==> config.mk <==
export PLATFORM = sky130hd
export DESIGN_NAME = sync_len_checksum_frame_receiver_top_flat
export DESIGN_NICKNAME = d
export VERILOG_FILES = /design/src/design/slcfr_pkg.sv /design/src/design/slcfr_if.sv /design/src/design/slcfr_parser.sv /design/src/design/slcfr_out_reg.sv /design/src/design/sync_len_checksum_frame_receiver_top.sv /design/src/flat_wrapper.sv
export SDC_FILE = /design/constraint.sdc
export NUM_CORES = 1
export LEC_CHECK = 0
export ABC_CLOCK_PERIOD_IN_PS = 6700
export BUFFER_PORTS_ARGS = -buffer_cell sky130_fd_sc_hd__buf_4
export CORE_MARGIN = 4
export CORE_UTILIZATION = 25
export DETAILED_ROUTE_END_ITERATION = 6
export PLACE_DENSITY_LB_ADDON = 0.2
export SLEW_MARGIN = 10
export SYNTH_ARGS = -nofsm -noshare
export SYNTH_HDL_FRONTEND = slang
export SYNTH_HIERARCHICAL = 1
export SYNTH_SLANG_ARGS = --single-unit
==> constraint.sdc <==
create_clock -name clk -period 6.7 [get_ports clk]
set_input_delay 1.675 -clock clk [delete_from_list [all_inputs] [get_ports clk]]
set_output_delay 1.675 -clock clk [all_outputs]
set_load 0.02 [all_outputs]
==> src/design/slcfr_pkg.sv <==
// Package: shared types and constants for the sync/length/checksum frame receiver.
package slcfr_pkg;

	typedef logic [7:0] byte_t;

	typedef enum logic [2:0] {
		PH_HUNT  = 3'd0,
		PH_SYNC2 = 3'd1,
		PH_ID    = 3'd2,
		PH_LEN   = 3'd3,
		PH_DATA  = 3'd4,
		PH_CHK   = 3'd5
	} phase_t;

	typedef enum logic [2:0] {
		EV_NONE    = 3'd0,
		EV_HEADER  = 3'd1,
		EV_PAYLOAD = 3'd2,
		EV_GOOD    = 3'd3,
		EV_BAD     = 3'd4,
		EV_TOOLONG = 3'd5
	} event_t;

	localparam int unsigned CfgIdxW = 2;
	typedef logic [CfgIdxW-1:0] cfg_idx_t;

	localparam cfg_idx_t CFG_FIRST_SYNC  = 2'd0;
	localparam cfg_idx_t CFG_SECOND_SYNC = 2'd1;
	localparam cfg_idx_t CFG_MAX_LENGTH  = 2'd2;

	localparam byte_t FIRST_SYNC_RST  = 8'hAA;
	localparam byte_t SECOND_SYNC_RST = 8'hAF;
	localparam byte_t MAX_LENGTH_RST  = 8'd128;

	typedef struct packed {
		event_t ev;
		byte_t  pbyte;
		byte_t  pidx;
		byte_t  id;
		byte_t  flen;
	} res_t;

endpackage

==> src/design/slcfr_if.sv <==
// Interfaces: input byte channel and result channel, valid/ready handshake.
interface slcfr_byte_if;
	logic       valid;
	logic       ready;
	logic [7:0] rx_byte;

	modport source (output valid, output rx_byte, input ready);
	modport sink   (input valid, input rx_byte, output ready);
endinterface

interface slcfr_res_if;
	logic       valid;
	logic       ready;
	logic [2:0] event_res;
	logic [7:0] payload_byte;
	logic [7:0] payload_index;
	logic [7:0] message_id;
	logic [7:0] frame_length;

	modport source (output valid, output event_res, output payload_byte,
		output payload_index, output message_id, output frame_length, input ready);
	modport sink   (input valid, input event_res, input payload_byte,
		input payload_index, input message_id, input frame_length, output ready);
endinterface

==> src/design/slcfr_parser.sv <==
// Frame parser: configuration registers, frame state and per-beat result logic.
module slcfr_parser (
	input  logic              clk,
	input  logic              arst_n,
	input  logic              cfg_we,
	input  slcfr_pkg::cfg_idx_t cfg_index,
	input  slcfr_pkg::byte_t  cfg_data,
	input  logic              take,
	input  slcfr_pkg::byte_t  rx_byte,
	output slcfr_pkg::res_t   res
);
	import slcfr_pkg::*;

	byte_t  first_sync_q, second_sync_q, max_length_q;
	phase_t phase_q, phase_d;
	byte_t  sum_q, sum_d;
	byte_t  taken_q, taken_d;
	byte_t  explen_q, explen_d;
	byte_t  id_q, id_d;
	byte_t  sum_add;

	assign sum_add = sum_q + rx_byte;

	always_ff @(posedge clk or negedge arst_n) begin
		if (!arst_n) begin
			first_sync_q  <= FIRST_SYNC_RST;
			second_sync_q <= SECOND_SYNC_RST;
			max_length_q  <= MAX_LENGTH_RST;
		end else if (cfg_we) begin
			case (cfg_index)
				CFG_FIRST_SYNC:  first_sync_q  <= cfg_data;
				CFG_SECOND_SYNC: second_sync_q <= cfg_data;
				CFG_MAX_LENGTH:  max_length_q  <= cfg_data;
				default: ;
			endcase
		end
	end

	// next state
	always_comb begin
		phase_d  = phase_q;
		sum_d    = sum_q;
		taken_d  = taken_q;
		explen_d = explen_q;
		id_d     = id_q;
		case (phase_q)
			PH_HUNT: begin
				phase_d = (rx_byte == first_sync_q) ? PH_SYNC2 : PH_HUNT;
				sum_d   = rx_byte;
			end
			PH_SYNC2: begin
				phase_d = (rx_byte == second_sync_q) ? PH_ID : PH_HUNT;
				sum_d   = sum_add;
			end
			PH_ID: begin
				id_d    = rx_byte;
				phase_d = PH_LEN;
				sum_d   = sum_add;
			end
			PH_LEN: begin
				if (rx_byte <= max_length_q) begin
					explen_d = rx_byte;
					taken_d  = '0;
					phase_d  = (rx_byte != '0) ? PH_DATA : PH_CHK;
					sum_d    = sum_add;
				end else begin
					phase_d = PH_HUNT;
				end
			end
			PH_DATA: begin
				taken_d = taken_q + 8'd1;
				sum_d   = sum_add;
				if (taken_d == explen_q) begin
					phase_d = PH_CHK;
				end
			end
			PH_CHK: phase_d = PH_HUNT;
			default: phase_d = PH_HUNT;
		endcase
	end

	// result of this beat
	always_comb begin
		res.ev    = EV_NONE;
		res.pbyte = '0;
		res.pidx  = '0;
		res.id    = id_d;
		res.flen  = explen_q;
		case (phase_q)
			PH_LEN: begin
				if (rx_byte <= max_length_q) begin
					res.ev   = EV_HEADER;
					res.flen = rx_byte;
				end else begin
					res.ev   = EV_TOOLONG;
					res.flen = rx_byte;  // rejected length, stored length untouched
				end
			end
			PH_DATA: begin
				res.ev    = EV_PAYLOAD;
				res.pbyte = rx_byte;
				res.pidx  = taken_q;
			end
			PH_CHK: res.ev = (sum_q == rx_byte) ? EV_GOOD : EV_BAD;
			default: res.ev = EV_NONE;
		endcase
	end

	always_ff @(posedge clk or negedge arst_n) begin
		if (!arst_n) begin
			phase_q  <= PH_HUNT;
			sum_q    <= '0;
			taken_q  <= '0;
			explen_q <= '0;
			id_q     <= '0;
		end else if (take) begin
			phase_q  <= phase_d;
			sum_q    <= sum_d;
			taken_q  <= taken_d;
			explen_q <= explen_d;
			id_q     <= id_d;
		end
	end

endmodule

==> src/design/slcfr_out_reg.sv <==
// Result register: holds one result beat and frees itself when the sink takes it.
module slcfr_out_reg (
	input  logic            clk,
	input  logic            arst_n,
	input  logic            load,
	input  slcfr_pkg::res_t res_in,
	input  logic            out_ready,
	output logic            free,
	output logic            out_valid,
	output slcfr_pkg::res_t res_out
);
	import slcfr_pkg::*;

	logic valid_q;
	res_t res_q;

	assign free      = !valid_q || out_ready;
	assign out_valid = valid_q;
	assign res_out   = res_q;

	always_ff @(posedge clk or negedge arst_n) begin
		if (!arst_n) begin
			valid_q <= 1'b0;
		end else if (load) begin
			valid_q <= 1'b1;
		end else if (out_ready) begin
			valid_q <= 1'b0;
		end
	end

	always_ff @(posedge clk) begin
		if (load) begin
			res_q <= res_in;
		end
	end

endmodule

==> src/design/sync_len_checksum_frame_receiver_top.sv <==
// Top level: two-sync-byte, length-prefixed frame receiver with additive checksum.
//
//  channel | dir | handshake     | payload
//  rx      | in  | valid/ready   | rx_byte
//  res     | out | valid/ready   | event_res, payload_byte, payload_index,
//          |     |               | message_id, frame_length
//  cfg     | in  | cfg_we only   | cfg_index, cfg_data
//
// One beat a cycle unless a stalled result holds rx: a byte is parsed in the cycle
// it is taken and its result sits in the output register the next cycle.
// rx.ready is high while the output register is empty or being emptied.
// Reset puts the parser in sync hunt with the register defaults loaded.
// A stalled result stalls rx; nothing is lost or repeated.
module sync_len_checksum_frame_receiver_top (
	input  logic                clk,
	input  logic                arst_n,
	slcfr_byte_if.sink          rx,
	slcfr_res_if.source         res,
	input  logic                cfg_we,
	input  slcfr_pkg::cfg_idx_t cfg_index,
	input  slcfr_pkg::byte_t    cfg_data
);
	import slcfr_pkg::*;

	logic take;
	logic free;
	res_t res_comb;
	res_t res_reg;

	assign rx.ready = free;
	assign take     = rx.valid && free;

	slcfr_parser u_parser (
		.clk       (clk),
		.arst_n    (arst_n),
		.cfg_we    (cfg_we),
		.cfg_index (cfg_index),
		.cfg_data  (cfg_data),
		.take      (take),
		.rx_byte   (rx.rx_byte),
		.res       (res_comb)
	);

	slcfr_out_reg u_out_reg (
		.clk       (clk),
		.arst_n    (arst_n),
		.load      (take),
		.res_in    (res_comb),
		.out_ready (res.ready),
		.free      (free),
		.out_valid (res.valid),
		.res_out   (res_reg)
	);

	assign res.event_res     = res_reg.ev;
	assign res.payload_byte  = res_reg.pbyte;
	assign res.payload_index = res_reg.pidx;
	assign res.message_id    = res_reg.id;
	assign res.frame_length  = res_reg.flen;

	a_no_take_when_stalled: assert property (@(posedge clk) disable iff (!arst_n)
		(res.valid && !res.ready) |-> !rx.ready)
		else $error("byte taken while result stalled");

	a_payload_zero: assert property (@(posedge clk) disable iff (!arst_n)
		(res.valid && res.event_res != EV_PAYLOAD) |->
		(res.payload_byte == '0 && res.payload_index == '0))
		else $error("payload fields set outside a payload beat");

	a_take_gives_result: assert property (@(posedge clk) disable iff (!arst_n)
		(rx.valid && rx.ready) |=> res.valid)
		else $error("accepted byte gave no result");

	a_event_range: assert property (@(posedge clk) disable iff (!arst_n)
		res.valid |-> (res.event_res <= EV_TOOLONG))
		else $error("event code out of range");

endmodule
==> src/flat_wrapper.sv <==
// flat-port wrapper written by rule: the top's interface ports become plain ports
module sync_len_checksum_frame_receiver_top_flat import slcfr_pkg::*;
  (clk, arst_n, cfg_we, cfg_index, cfg_data, rx_valid, rx_rx_byte, rx_ready, res_valid, res_event_res, res_payload_byte, res_payload_index, res_message_id, res_frame_length, res_ready);
  slcfr_byte_if rx_i ();
  slcfr_res_if res_i ();
  input  logic clk;
  input  logic arst_n;
  input  logic cfg_we;
  input  slcfr_pkg::cfg_idx_t cfg_index;
  input  slcfr_pkg::byte_t cfg_data;
  input wire logic [$bits(rx_i.valid)-1:0] rx_valid;
  input wire logic [$bits(rx_i.rx_byte)-1:0] rx_rx_byte;
  output wire logic [$bits(rx_i.ready)-1:0] rx_ready;
  output wire logic [$bits(res_i.valid)-1:0] res_valid;
  output wire logic [$bits(res_i.event_res)-1:0] res_event_res;
  output wire logic [$bits(res_i.payload_byte)-1:0] res_payload_byte;
  output wire logic [$bits(res_i.payload_index)-1:0] res_payload_index;
  output wire logic [$bits(res_i.message_id)-1:0] res_message_id;
  output wire logic [$bits(res_i.frame_length)-1:0] res_frame_length;
  input wire logic [$bits(res_i.ready)-1:0] res_ready;
  assign rx_i.valid = rx_valid;
  assign rx_i.rx_byte = rx_rx_byte;
  assign rx_ready = rx_i.ready;
  assign res_valid = res_i.valid;
  assign res_event_res = res_i.event_res;
  assign res_payload_byte = res_i.payload_byte;
  assign res_payload_index = res_i.payload_index;
  assign res_message_id = res_i.message_id;
  assign res_frame_length = res_i.frame_length;
  assign res_i.ready = res_ready;
  sync_len_checksum_frame_receiver_top u_core (.clk(clk), .arst_n(arst_n), .rx(rx_i), .res(res_i), .cfg_we(cfg_we), .cfg_index(cfg_index), .cfg_data(cfg_data));
endmodule
==> reports/metrics.yaml, run 1 <==
outcome:
  status: "completed"
synthesis:
  yosys_warnings: 6
  synth-compound-area-share: 0.0921
  synth_seq_cells: 95
  synth_xor_area_frac: 0.0573
  yosys.area_share.adder: 0.0450
  synth_sequential_area_ratio: 0.525
  postSynthAreaPerCell_um2: 11.9
  netlist-cell-type-count: 59
  synthesis.instances: 410
  synth_ff_type: "dfrtp_1"
  synth_edf_count: 35
  post_synth_and_or_nand_nor_area_fraction: 0.119
  synthesis.area_um2: 4890
  synth-async-reset-ratio: 0.632
  synth_top_family_by_area: "multiplexers"
  syn-num-nets: 450
  synthMuxAreaShare: 0.129
flow_run:
  max_cap_violations: 0
sta:
  timing_worst_slew_pin_value_ns: 0.909
  timing.fmax_mhz: 267
  unrepaired_setup_endpoints_after_global_routing: "false"
  post-route-min-period_ns: 3.75
  setup_violations: 0
  totalNegativeSetupSlack_ns: 0
  finalHoldViolCount: 0
  maxSlewViolCount: 0
  clock_skew_ns: 0.00883
  min_period_over_period: 0.559
  timing.max_slew.rel_slack: 0.392
die:
  dieHeight_um: 148
  floorplan.initialDensity: 0.258
  coreArea_um2: 19000
  die_width_um: 148
  number_of_core_rows: 50
  io-pin-count: 60
  floorplan.die_area_um2: 21900
global_routing:
  busiest_layer: "met2"
  grt_start_max_net_pins: 61
  gr-usage-met2: 0.181
  grt_antenna_before_repair: 0
  grt_first_pass_wirelength_mm: 18.5
  met3_usage: 0.0368
  global_route.usage.met1: 0.137
  global_route.overflow_total: 0
  global_route.usage.total: 0.110
  first_global_vias: 3421
power_and_ir_drop:
  p_leak_nw: 2.47
  cellPowerDensity_nw_per_um2: 287
  cell_internal_pwr_w: 0.00122
  combPwrFrac: 0.217
  power_switching_share: 0.278
  share_seq_of_total_power: 0.447
  netSwitchingPower_w: 0.000471
  peakVddDrop_v: 0.000117
  power_w: 0.00169
  power.share.clock: 0.336
clock_network:
  cts_tree: "done"
  clock_sinks: 95
  insertion_delay_ns: 0.35
  cts-htree-levels: 3
  tritoncts.num_buffers: 9
  cts_buffer_depth: 2
  cts.reportedPaths.clkPinSlew_ns: 0.07
  post_cts_hold_buffer_count: 0
  cts_setup_buffers: 0
  post_cts.resized_instances: 0
  cts_root_buf: "clkbuf_16"
routing:
  post_detailed_route_count_of_antenna_violating_nets: 0
  drt-wirelength-per-cell_um: 16.0
  routed-via-count: 3308
  drt_first_iter_violations: 106
  route.detailed.vias_per_inst: 4.56
  drt_pre_antenna_iters: 4
  drt_drc_violations_left: 0
  route.final.wire_length_mm: 11.6
placement:
  gp_congestion: 0.799
  numPortBuffers: 59
  post-dp-hpwl_mm: 8.16
critical_path:
  path_common_cell: "buf_4"
  endpoint_kind: "output pin"
  cp_slowest_cell: "buf_4"
  timing.critical_path.slowest_cell_delay_ns: 0.15
  start_kind: "input port"
  timing_worst_setup_path_type: "in2out"
  path_cells: "buf_4 -> nand2b_4 -> buf_4"
  crit_fanout: 3
  critical_path_required_ns: 5.03
  cp_data_arrival_time_ns: 2.07
layout:
  post_route_cells_drive_above_1_share: 0.330
  areaGrowthSynthToFinish_pct: 20.7
  leading_cell_type_in_the_layout_fill_and_taps_excluded: "buf_4"
  num_antenna_cells: 0
  final_nets: 501
  layout_common_cells: "buf_4 (60), mux2_2 (54), dfrtp_1 (49)"
min_path:
  hold_class: "reg2reg"
[critical path: cells and delay by family]
family	cells	cell delay, ns
buf+inv	2	0.26
simple gates	1	0.14
[state kept, by name (all words and copies together) (netlist names)]
register and flops:
u_core/u_parser/phase_q 3, u_core/u_parser/first_sync_q 8, u_core/u_out_reg/out_valid 1, u_core/u_parser/taken_q 8
u_core/u_parser/max_length_q 8, u_core/u_out_reg/res_out 35, u_core/u_parser/id_q 8, u_core/u_parser/second_sync_q 8
u_core/u_parser/sum_q 8, u_core/u_parser/explen_q 8
[power by group through the flow]
stage / logic [W] / clock network [W] / registers (W)
3_5_place_dp: 0.000372 / 0 / 0.000769
5_1_grt: 0.000411 / 0.000615 / 0.000769
3_3_place_gp: 0.000362 / 0 / 0.000767
6_report: 0.000368 / 0.000569 / 0.000757
4_1_cts: 0.000374 / 0.000596 / 0.000758
2_1_floorplan: 0.000240 / 0 / 0.000782
[synthesized netlist by cell type (all sizes together), types with 3 or more instances]
cell type,number,area share
mux2,55,0.13
dfrtp,49,0.25
edfxtp,35,0.21
nand2,22,0.017
nor2,19,0.015
o21ai,18,0.018
inv,17,0.013
xor2,17,0.030
a21oi,16,0.016
ha,16,0.041
clkbuf,15,0.014
xnor2,15,0.027
and2,14,0.018
dfstp,11,0.059
a31oi,7,0.0090
nand3,7,0.0097
nand4,6,0.0077
nor3,6,0.0061
and3,5,0.0067
buf,5,0.0056
nand2b,5,0.0084
nor4,5,0.0064
o21a,5,0.0077
nor2b,4,0.0051
a211oi,3,0.0046
a21o,3,0.0046
or4,3,0.0046
[layout make-up]
| class | instances | area (um^2) |
|---|---|---|
| Clock inverter | 5 | 88.8 |
| Sequential cell | 95 | 2570 |
| Fill cell | 1938 | 13100 |
| Clock buffer | 11 | 243 |
| Multi-Input combinational cell | 278 | 2170 |
| Timing Repair Buffer | 60 | 450 |
| Tap cell | 260 | 325 |
| Inverter | 17 | 63.8 |
[per-stage QoR]
step	instance area [um^2]	setup WS [ns]	hold slack (ns)	instances	util
floorplan	4890	2.80	0.475	410	-
global placement	5570	2.96	0.483	710	0.294
detailed placement	5570	2.93	0.494	710	0.294
CTS	5910	2.95	0.510	726	0.312
global route	5910	2.94	0.526	726	0.312
finish	5910	2.95	0.505	726	0.312
[layer usage]
layer	share of wire	vias up	wire length (um)
li1	-	1581	-
met5	0	-	0
met3	0.059	13	686
met4	0.016	0	187
met2	0.48	81	5560
met1	0.44	1633	5150
[final timing paths]
path,start,end,slack [ns],cells after the start
worst max register to register,u_core/u_parser/phase_q[1]$_DFFE_PN0P_,u_core/u_parser/taken_q[5]$_DFFE_PN0P_,4.12,5
worst min register to register,u_core/u_parser/id_q[4]$_DFFE_PN0P_,u_core/u_parser/id_q[4]$_DFFE_PN0P_,0.50,1
min in group asynchronous,arst_n,u_core/u_parser/id_q[4]$_DFFE_PN0P_,1.41,1
worst min-delay path,u_core/u_parser/id_q[4]$_DFFE_PN0P_,u_core/u_parser/id_q[4]$_DFFE_PN0P_,0.50,1
max in group asynchronous,arst_n,u_core/u_parser/sum_q[3]$_DFFE_PN0P_,4.75,1
worst max-delay path,res_ready,rx_ready,2.95,3
[kinds of logic after synthesis]
| group | count (synthesis) |
|---|---|
| AOI/OAI and AO/OA | 68 |
| xor gates and xnor gates | 32 |
| adders and majority gates | 17 |
| buffers and inverters | 37 |
| DFF | 95 |
| muxes | 56 |
| and+or+nand+nor | 105 |
No activity file was read; power rests on OpenSTA's default activity.
==> inputs of run 2 (changes only) <==
--- a/config.mk
+++ b/config.mk
@@ -5,7 +5,7 @@
 export SDC_FILE = /design/constraint.sdc
 export NUM_CORES = 1
 export LEC_CHECK = 0
-export ABC_CLOCK_PERIOD_IN_PS = 6700
+export ABC_CLOCK_PERIOD_IN_PS = 3750
 export BUFFER_PORTS_ARGS = -buffer_cell sky130_fd_sc_hd__buf_4
 export CORE_MARGIN = 4
 export CORE_UTILIZATION = 25
==> constraint.sdc (replaced) <==
create_clock -name clk -period 3.75 [get_ports clk]
set_input_delay 0.9375 -clock clk [delete_from_list [all_inputs] [get_ports clk]]
set_output_delay 0.9375 -clock clk [all_outputs]
set_load 0.02 [all_outputs]
==> run 2 against run 1 <==
Net effect:
- die area unchanged
- global-route usage up 0.12 points
- cell area down 0.25%
- clock-buffer cell count down 2
- via count about the same
- sequential share of layout area up 0.11 points
- largest cell class unchanged
- highest routed layer unchanged
==> reports/metrics.yaml, run 2 (synthesis results as in run 1) <==
layout:
  final_nets: 503
  multi_input_comb_area_um2: 2170
  fillerInstances: 1919
  ff_latch_area_um2: 2570
  largest_register_ffs: 35
  layout_common_cells: "buf_4 (62), mux2_2 (54), dfrtp_1 (49)"
  post_route_cells_drive_above_1_share: 0.333
  areaGrowthSynthToFinish_pct: 20.4
  finalCoreUtilization: 0.311
  num_antenna_cells: 0
  leading_cell_type_in_the_layout_fill_and_taps_excluded: "buf_4"
sta:
  final_worst_setup_slack_ns: 1.11
  clock_skew_ns: 0.00763
  maxSlewViolCount: 0
  unrepaired_setup_endpoints_after_global_routing: "false"
  totalNegativeSetupSlack_ns: 0
  timing_worst_slew_pin_value_ns: 0.887
  timing.fmax_mhz: 378
  setup_violations: 0
  min_period_over_period: 0.705
  post-route-min-period_ns: 2.64
  timing.max_slew.rel_slack: 0.407
  finalHoldViolCount: 0
clock_network:
  tritoncts.num_buffers: 9
  cts_setup_buffers: 0
  cts_tree: "done"
  clock_sinks: 95
  insertion_delay_ns: 0.35
  cts_buffer_depth: 2
  cts-htree-levels: 3
  cts_root_buf: "clkbuf_16"
  post_cts_hold_buffer_count: 0
  post_cts.resized_instances: 0
  cts.reportedPaths.clkPinSlew_ns: 0.07
global_routing:
  gr-usage-met2: 0.181
  global_route.overflow_total: 0
  busiest_layer: "met2"
  grt_first_pass_wirelength_mm: 18.8
  met3_usage: 0.0319
  global_route.usage.total: 0.112
  global_route.usage.met1: 0.144
  first_global_vias: 3401
  grt_antenna_before_repair: 0
  grt_start_max_net_pins: 61
die:
  io-pin-count: 60
  coreArea_um2: 19000
  floorplan.initialDensity: 0.258
  die_width_um: 148
  number_of_core_rows: 50
  floorplan.die_area_um2: 21900
  dieHeight_um: 148
placement:
  numPortBuffers: 59
  gp_congestion: 0.788
  pre_cts_ws_ns: 0.731
  post-dp-hpwl_mm: 8.31
critical_path:
  critical_path_required_ns: 3.99
  timing_worst_setup_path_type: "in2reg"
  timing.critical_path.slowest_cell_delay_ns: 0.43
  endpoint_kind: "register"
  start_kind: "input port"
  cp_data_arrival_time_ns: 2.88
  path_cells: "buf_4 -> ha_1 -> nor2b_1 -> o211a_1 -> o21bai_1 -> a21oi_1 -> nor2_2 -> mux2_2"
  worstPathBufferInverterCount: 1
  worst_path_dominant_cell_family: "simple AND/OR/NAND/NOR gates"
  crit_fanout: 10
  cp_slowest_cell: "nor2_2"
routing:
  routed-via-count: 3310
  post_detailed_route_count_of_antenna_violating_nets: 0
  route.detailed.vias_per_inst: 4.55
  drt_pre_antenna_iters: 4
  drt-wirelength-per-cell_um: 16.2
  route.final.wire_length_mm: 11.8
  drt_drc_violations_left: 0
  drt_first_iter_violations: 131
flow_run:
  max_cap_violations: 0
outcome:
  status: "completed"
min_path:
  hold_class: "reg2reg"
power_and_ir_drop:
  p_leak_nw: 2.47
  cellPowerDensity_nw_per_um2: 503
  peakVddDrop_v: 0.000229
## run 2: power breakdown
group	total (W)	internal [W]	switching, W
Combinational	0.000663	0.000315	0.000348
Clock	0.000943	0.000524	0.000419
Sequential	0.00136	0.00126	0.0000935
Total	0.00296	0.00210	0.000860
## run 2: cell type report
type                    instances  share of cell area
flip-flops and latches         95               0.436
inverters                      17              0.0108
well taps                     260              0.0552
repair buffers                 62              0.0790
clock inverters                 7              0.0130
multi-input cells             278               0.368
clock buffers                   9              0.0382
## run 2: through the flow
step | cell area [um^2] | hold slack [ns] | power (W) | std cells
2_1_floorplan | 4890 | 0.475 | 0.00183 | 410
3_3_place_gp | 5590 | 0.483 | 0.00203 | 712
3_5_place_dp | 5590 | 0.494 | 0.00204 | 712
4_1_cts | 5890 | 0.510 | 0.00301 | 728
5_1_grt | 5890 | 0.520 | 0.00313 | 728
6_report | 5890 | 0.506 | 0.00296 | 728
## run 2: worst paths after layout
| check | depth (start not counted) | end | from | slack, ns |
|---|---|---|---|---|
| worst max-delay path | 8 | u_core/u_parser/explen_q[5]$_DFFE_PN0P_ | rx_rx_byte[1] | 1.11 |
| worst min-delay path | 1 | u_core/u_parser/id_q[0]$_DFFE_PN0P_ | u_core/u_parser/id_q[0]$_DFFE_PN0P_ | 0.51 |
| worst max register to register | 6 | u_core/u_parser/sum_q[6]$_DFFE_PN0P_ | u_core/u_parser/phase_q[0]$_DFFE_PN0P_ | 1.38 |
| worst min register to register | 1 | u_core/u_parser/id_q[0]$_DFFE_PN0P_ | u_core/u_parser/id_q[0]$_DFFE_PN0P_ | 0.51 |
| max in group asynchronous | 1 | u_core/u_parser/max_length_q[4]$_DFFE_PN0P_ | arst_n | 2.56 |
| min in group asynchronous | 1 | u_core/u_out_reg/out_valid$_DFFE_PN0P_ | arst_n | 0.65 |
## run 2: worst reg2reg max path, cell delays in order, from the launching register on
cell,delay [ns]
dfrtp_1,0.53
nor2_1,0.30
xor2_1,0.74
nor3_1,0.11
a211oi_1,0.21
nand3_1,0.10
mux2_2,0.27
## run 2: metal layers
layer  share of wire  vias to the layer above
met1            0.47                     1638
met5               0                        -
met3           0.044                       13
met4           0.017                        0
li1                -                     1589
met2            0.47                       70
==> inputs of run 3 (changes only) <==
--- a/config.mk
+++ b/config.mk
@@ -5,7 +5,7 @@
 export SDC_FILE = /design/constraint.sdc
 export NUM_CORES = 1
 export LEC_CHECK = 0
-export ABC_CLOCK_PERIOD_IN_PS = 3750
+export ABC_CLOCK_PERIOD_IN_PS = 2200
 export BUFFER_PORTS_ARGS = -buffer_cell sky130_fd_sc_hd__buf_4
 export CORE_MARGIN = 4
 export CORE_UTILIZATION = 25
==> constraint.sdc (replaced) <==
create_clock -name clk -period 2.2 [get_ports clk]
set_input_delay 0.55 -clock clk [delete_from_list [all_inputs] [get_ports clk]]
set_output_delay 0.55 -clock clk [all_outputs]
set_load 0.02 [all_outputs]
==> run 3 against run 2 <==
Net effect:
- global-route usage grew 0.41 points
- utilization grew 2.2 points
- combinational power grew 100%
- register-to-register slack lost 1.4 ns
- first-iteration DRC count grew 67%
- critical path type is now reg2reg
- power grew 76%
- final cell count grew 5.6%
- critical path depth shrank 1
==> reports/metrics.yaml, run 3 (synthesis results as in run 1) <==
die:
  floorplan.die_area_um2: 21900
  number_of_core_rows: 50
  die_width_um: 148
  coreArea_um2: 19000
  dieHeight_um: 148
  io-pin-count: 60
  floorplan.initialDensity: 0.258
outcome:
  status: "completed"
power_and_ir_drop:
  share_seq_of_total_power: 0.441
  power_switching_share: 0.303
  p_leak_nw: 2.69
  power.share.clock: 0.304
  cell_internal_pwr_w: 0.00364
  combPwrFrac: 0.255
  netSwitchingPower_w: 0.00158
  cellPowerDensity_nw_per_um2: 827
  peakVddDrop_v: 0.000387
clock_network:
  clock_sinks: 95
  tritoncts.num_buffers: 9
  cts_root_buf: "clkbuf_16"
  cts.reportedPaths.clkPinSlew_ns: 0.08
  insertion_delay_ns: 0.36
  cts-htree-levels: 3
  cts_tree: "done"
  cts_buffer_depth: 2
sta:
  unrepaired_setup_endpoints_after_global_routing: "true"
  timing_worst_slew_pin_value_ns: 0.842
  timing.fmax_mhz: 456
  finalHoldViolCount: 0
  min_period_over_period: 0.997
  timing.max_slew.rel_slack: 0.439
  post-route-min-period_ns: 2.19
  setup_violations: 0
  maxSlewViolCount: 0
  clock_skew_ns: 0.0106
placement:
  dpl_cell_area_um2: 5900
  gp_congestion: 0.806
  post-dp-hpwl_mm: 9.10
  numPortBuffers: 59
layout:
  final_nets: 544
  finalCoreUtilization: 0.333
  fillerInstances: 1911
  largest_register_ffs: 35
  num_antenna_cells: 0
  postLayoutCellArea_um2: 6320
  areaGrowthSynthToFinish_pct: 29.1
  leading_cell_type_in_the_layout_fill_and_taps_excluded: "buf_4"
  post_route_cells_drive_above_1_share: 0.407
  layout_common_cells: "buf_4 (99), mux2_2 (53), dfrtp_1 (49)"
routing:
  drt_pre_antenna_iters: 4
  drt_drc_violations_left: 0
  route.final.wire_length_mm: 12.7
  route.detailed.vias_per_inst: 4.55
  drt_first_iter_violations: 219
  drt-wirelength-per-cell_um: 16.5
  routed-via-count: 3497
  post_detailed_route_count_of_antenna_violating_nets: 0
min_path:
  hold_class: "in2async"
global_routing:
  global_route.overflow_total: 0
  global_route.usage.total: 0.116
  grt_antenna_before_repair: 0
  grt_first_pass_wirelength_mm: 19.8
  first_global_vias: 3601
  grt_start_max_net_pins: 61
critical_path:
  cp_data_arrival_time_ns: 2.44
  critical_path_required_ns: 2.45
  timing_worst_setup_path_type: "reg2reg"
  crit_fanout: 4
  endpoint_kind: "register"
  start_kind: "register"
flow_run:
  max_cap_violations: 0
## run 3: changes by cell type in the layout (fill, tap and decap cells not counted), moves of 2 or more
cell,delta
buf_4,+37
o21ai_0,-3
o21ai_1,+3
nor2_1,-2
## run 3: area by class of cell
cell class                      instances  area, um^2  area share
Timing Repair Buffer                  103         815       0.129
Clock inverter                          6        62.6     0.00990
Multi-Input combinational cell        278        2240       0.355
Inverter                               17        63.8      0.0101
Sequential cell                        95        2570       0.406
Tap cell                              260         325      0.0515
Clock buffer                           10         239      0.0378
## run 3: power by group through the flow
stage          combinational (W)  clock, W  sequential (W)
2_1_floorplan           0.000737         0         0.00238
3_3_place_gp             0.00123         0         0.00233
3_5_place_dp             0.00126         0         0.00234
4_1_cts                  0.00127   0.00165         0.00230
5_1_grt                  0.00146   0.00171         0.00234
6_report                 0.00133   0.00159         0.00230
## run 3: what timing repair did
action / in CTS / in global routing
pin swaps: 3 / 8
endpoints found under the setup margin: 17 / 24
hold buffers: 0 / 0
buffers inserted: 0 / 1
cloned: 0 / 1
resized for setup: 3 / 16
## run 3: worst max-delay path: stages (launching register included)
cell and delay (ns):
dfstp_2 0.53, inv_2 0.05, ha_4 0.26, nand4_1 0.21, nor2_2 0.25, nor3_1 0.06, and4b_4 0.41, mux2_4 0.31
## run 3: metrics by stage
stage	cells	worst slack, ns	total power, W	hold slack (ns)	setup TNS [ns]
5_1_grt	769	-0.0707	0.00551	0.365	-0.323
3_3_place_gp	751	-0.253	0.00356	0.483	-3.25
6_report	769	0.00675	0.00522	0.304	0
2_1_floorplan	410	0.0139	0.00312	0.254	0
4_1_cts	767	-0.000435	0.00522	0.331	-0.000435
3_5_place_dp	751	-0.340	0.00360	0.491	-4.23
## run 3: final timing paths
kind | start | to | slack [ns] | cells past startpoint
worst min-delay path | arst_n | u_core/u_parser/max_length_q[4]$_DFFE_PN0P_ | 0.30 | 1
min in group clk | cfg_data[4] | u_core/u_parser/first_sync_q[4]$_DFFE_PN0P_ | 0.45 | 2
max in group asynchronous | arst_n | u_core/u_parser/id_q[7]$_DFFE_PN0P_ | 1.35 | 1
worst min register to register | u_core/u_parser/id_q[1]$_DFFE_PN0P_ | u_core/u_parser/id_q[1]$_DFFE_PN0P_ | 0.50 | 1
worst max register to register | u_core/u_parser/max_length_q[7]$_DFFE_PN1P_ | u_core/u_parser/sum_q[6]$_DFFE_PN0P_ | 0.007 | 7
worst max-delay path | u_core/u_parser/max_length_q[7]$_DFFE_PN1P_ | u_core/u_parser/sum_q[6]$_DFFE_PN0P_ | 0.007 | 7
## run 3: layer usage
| metal | GRT usage | wire length [um] |
|---|---|---|
| met2 | 0.187 | 6000 |
| met4 | 0.0259 | 137 |
| met1 | 0.153 | 5870 |
| met3 | 0.0356 | 681 |
| met5 | 0 | 0 |
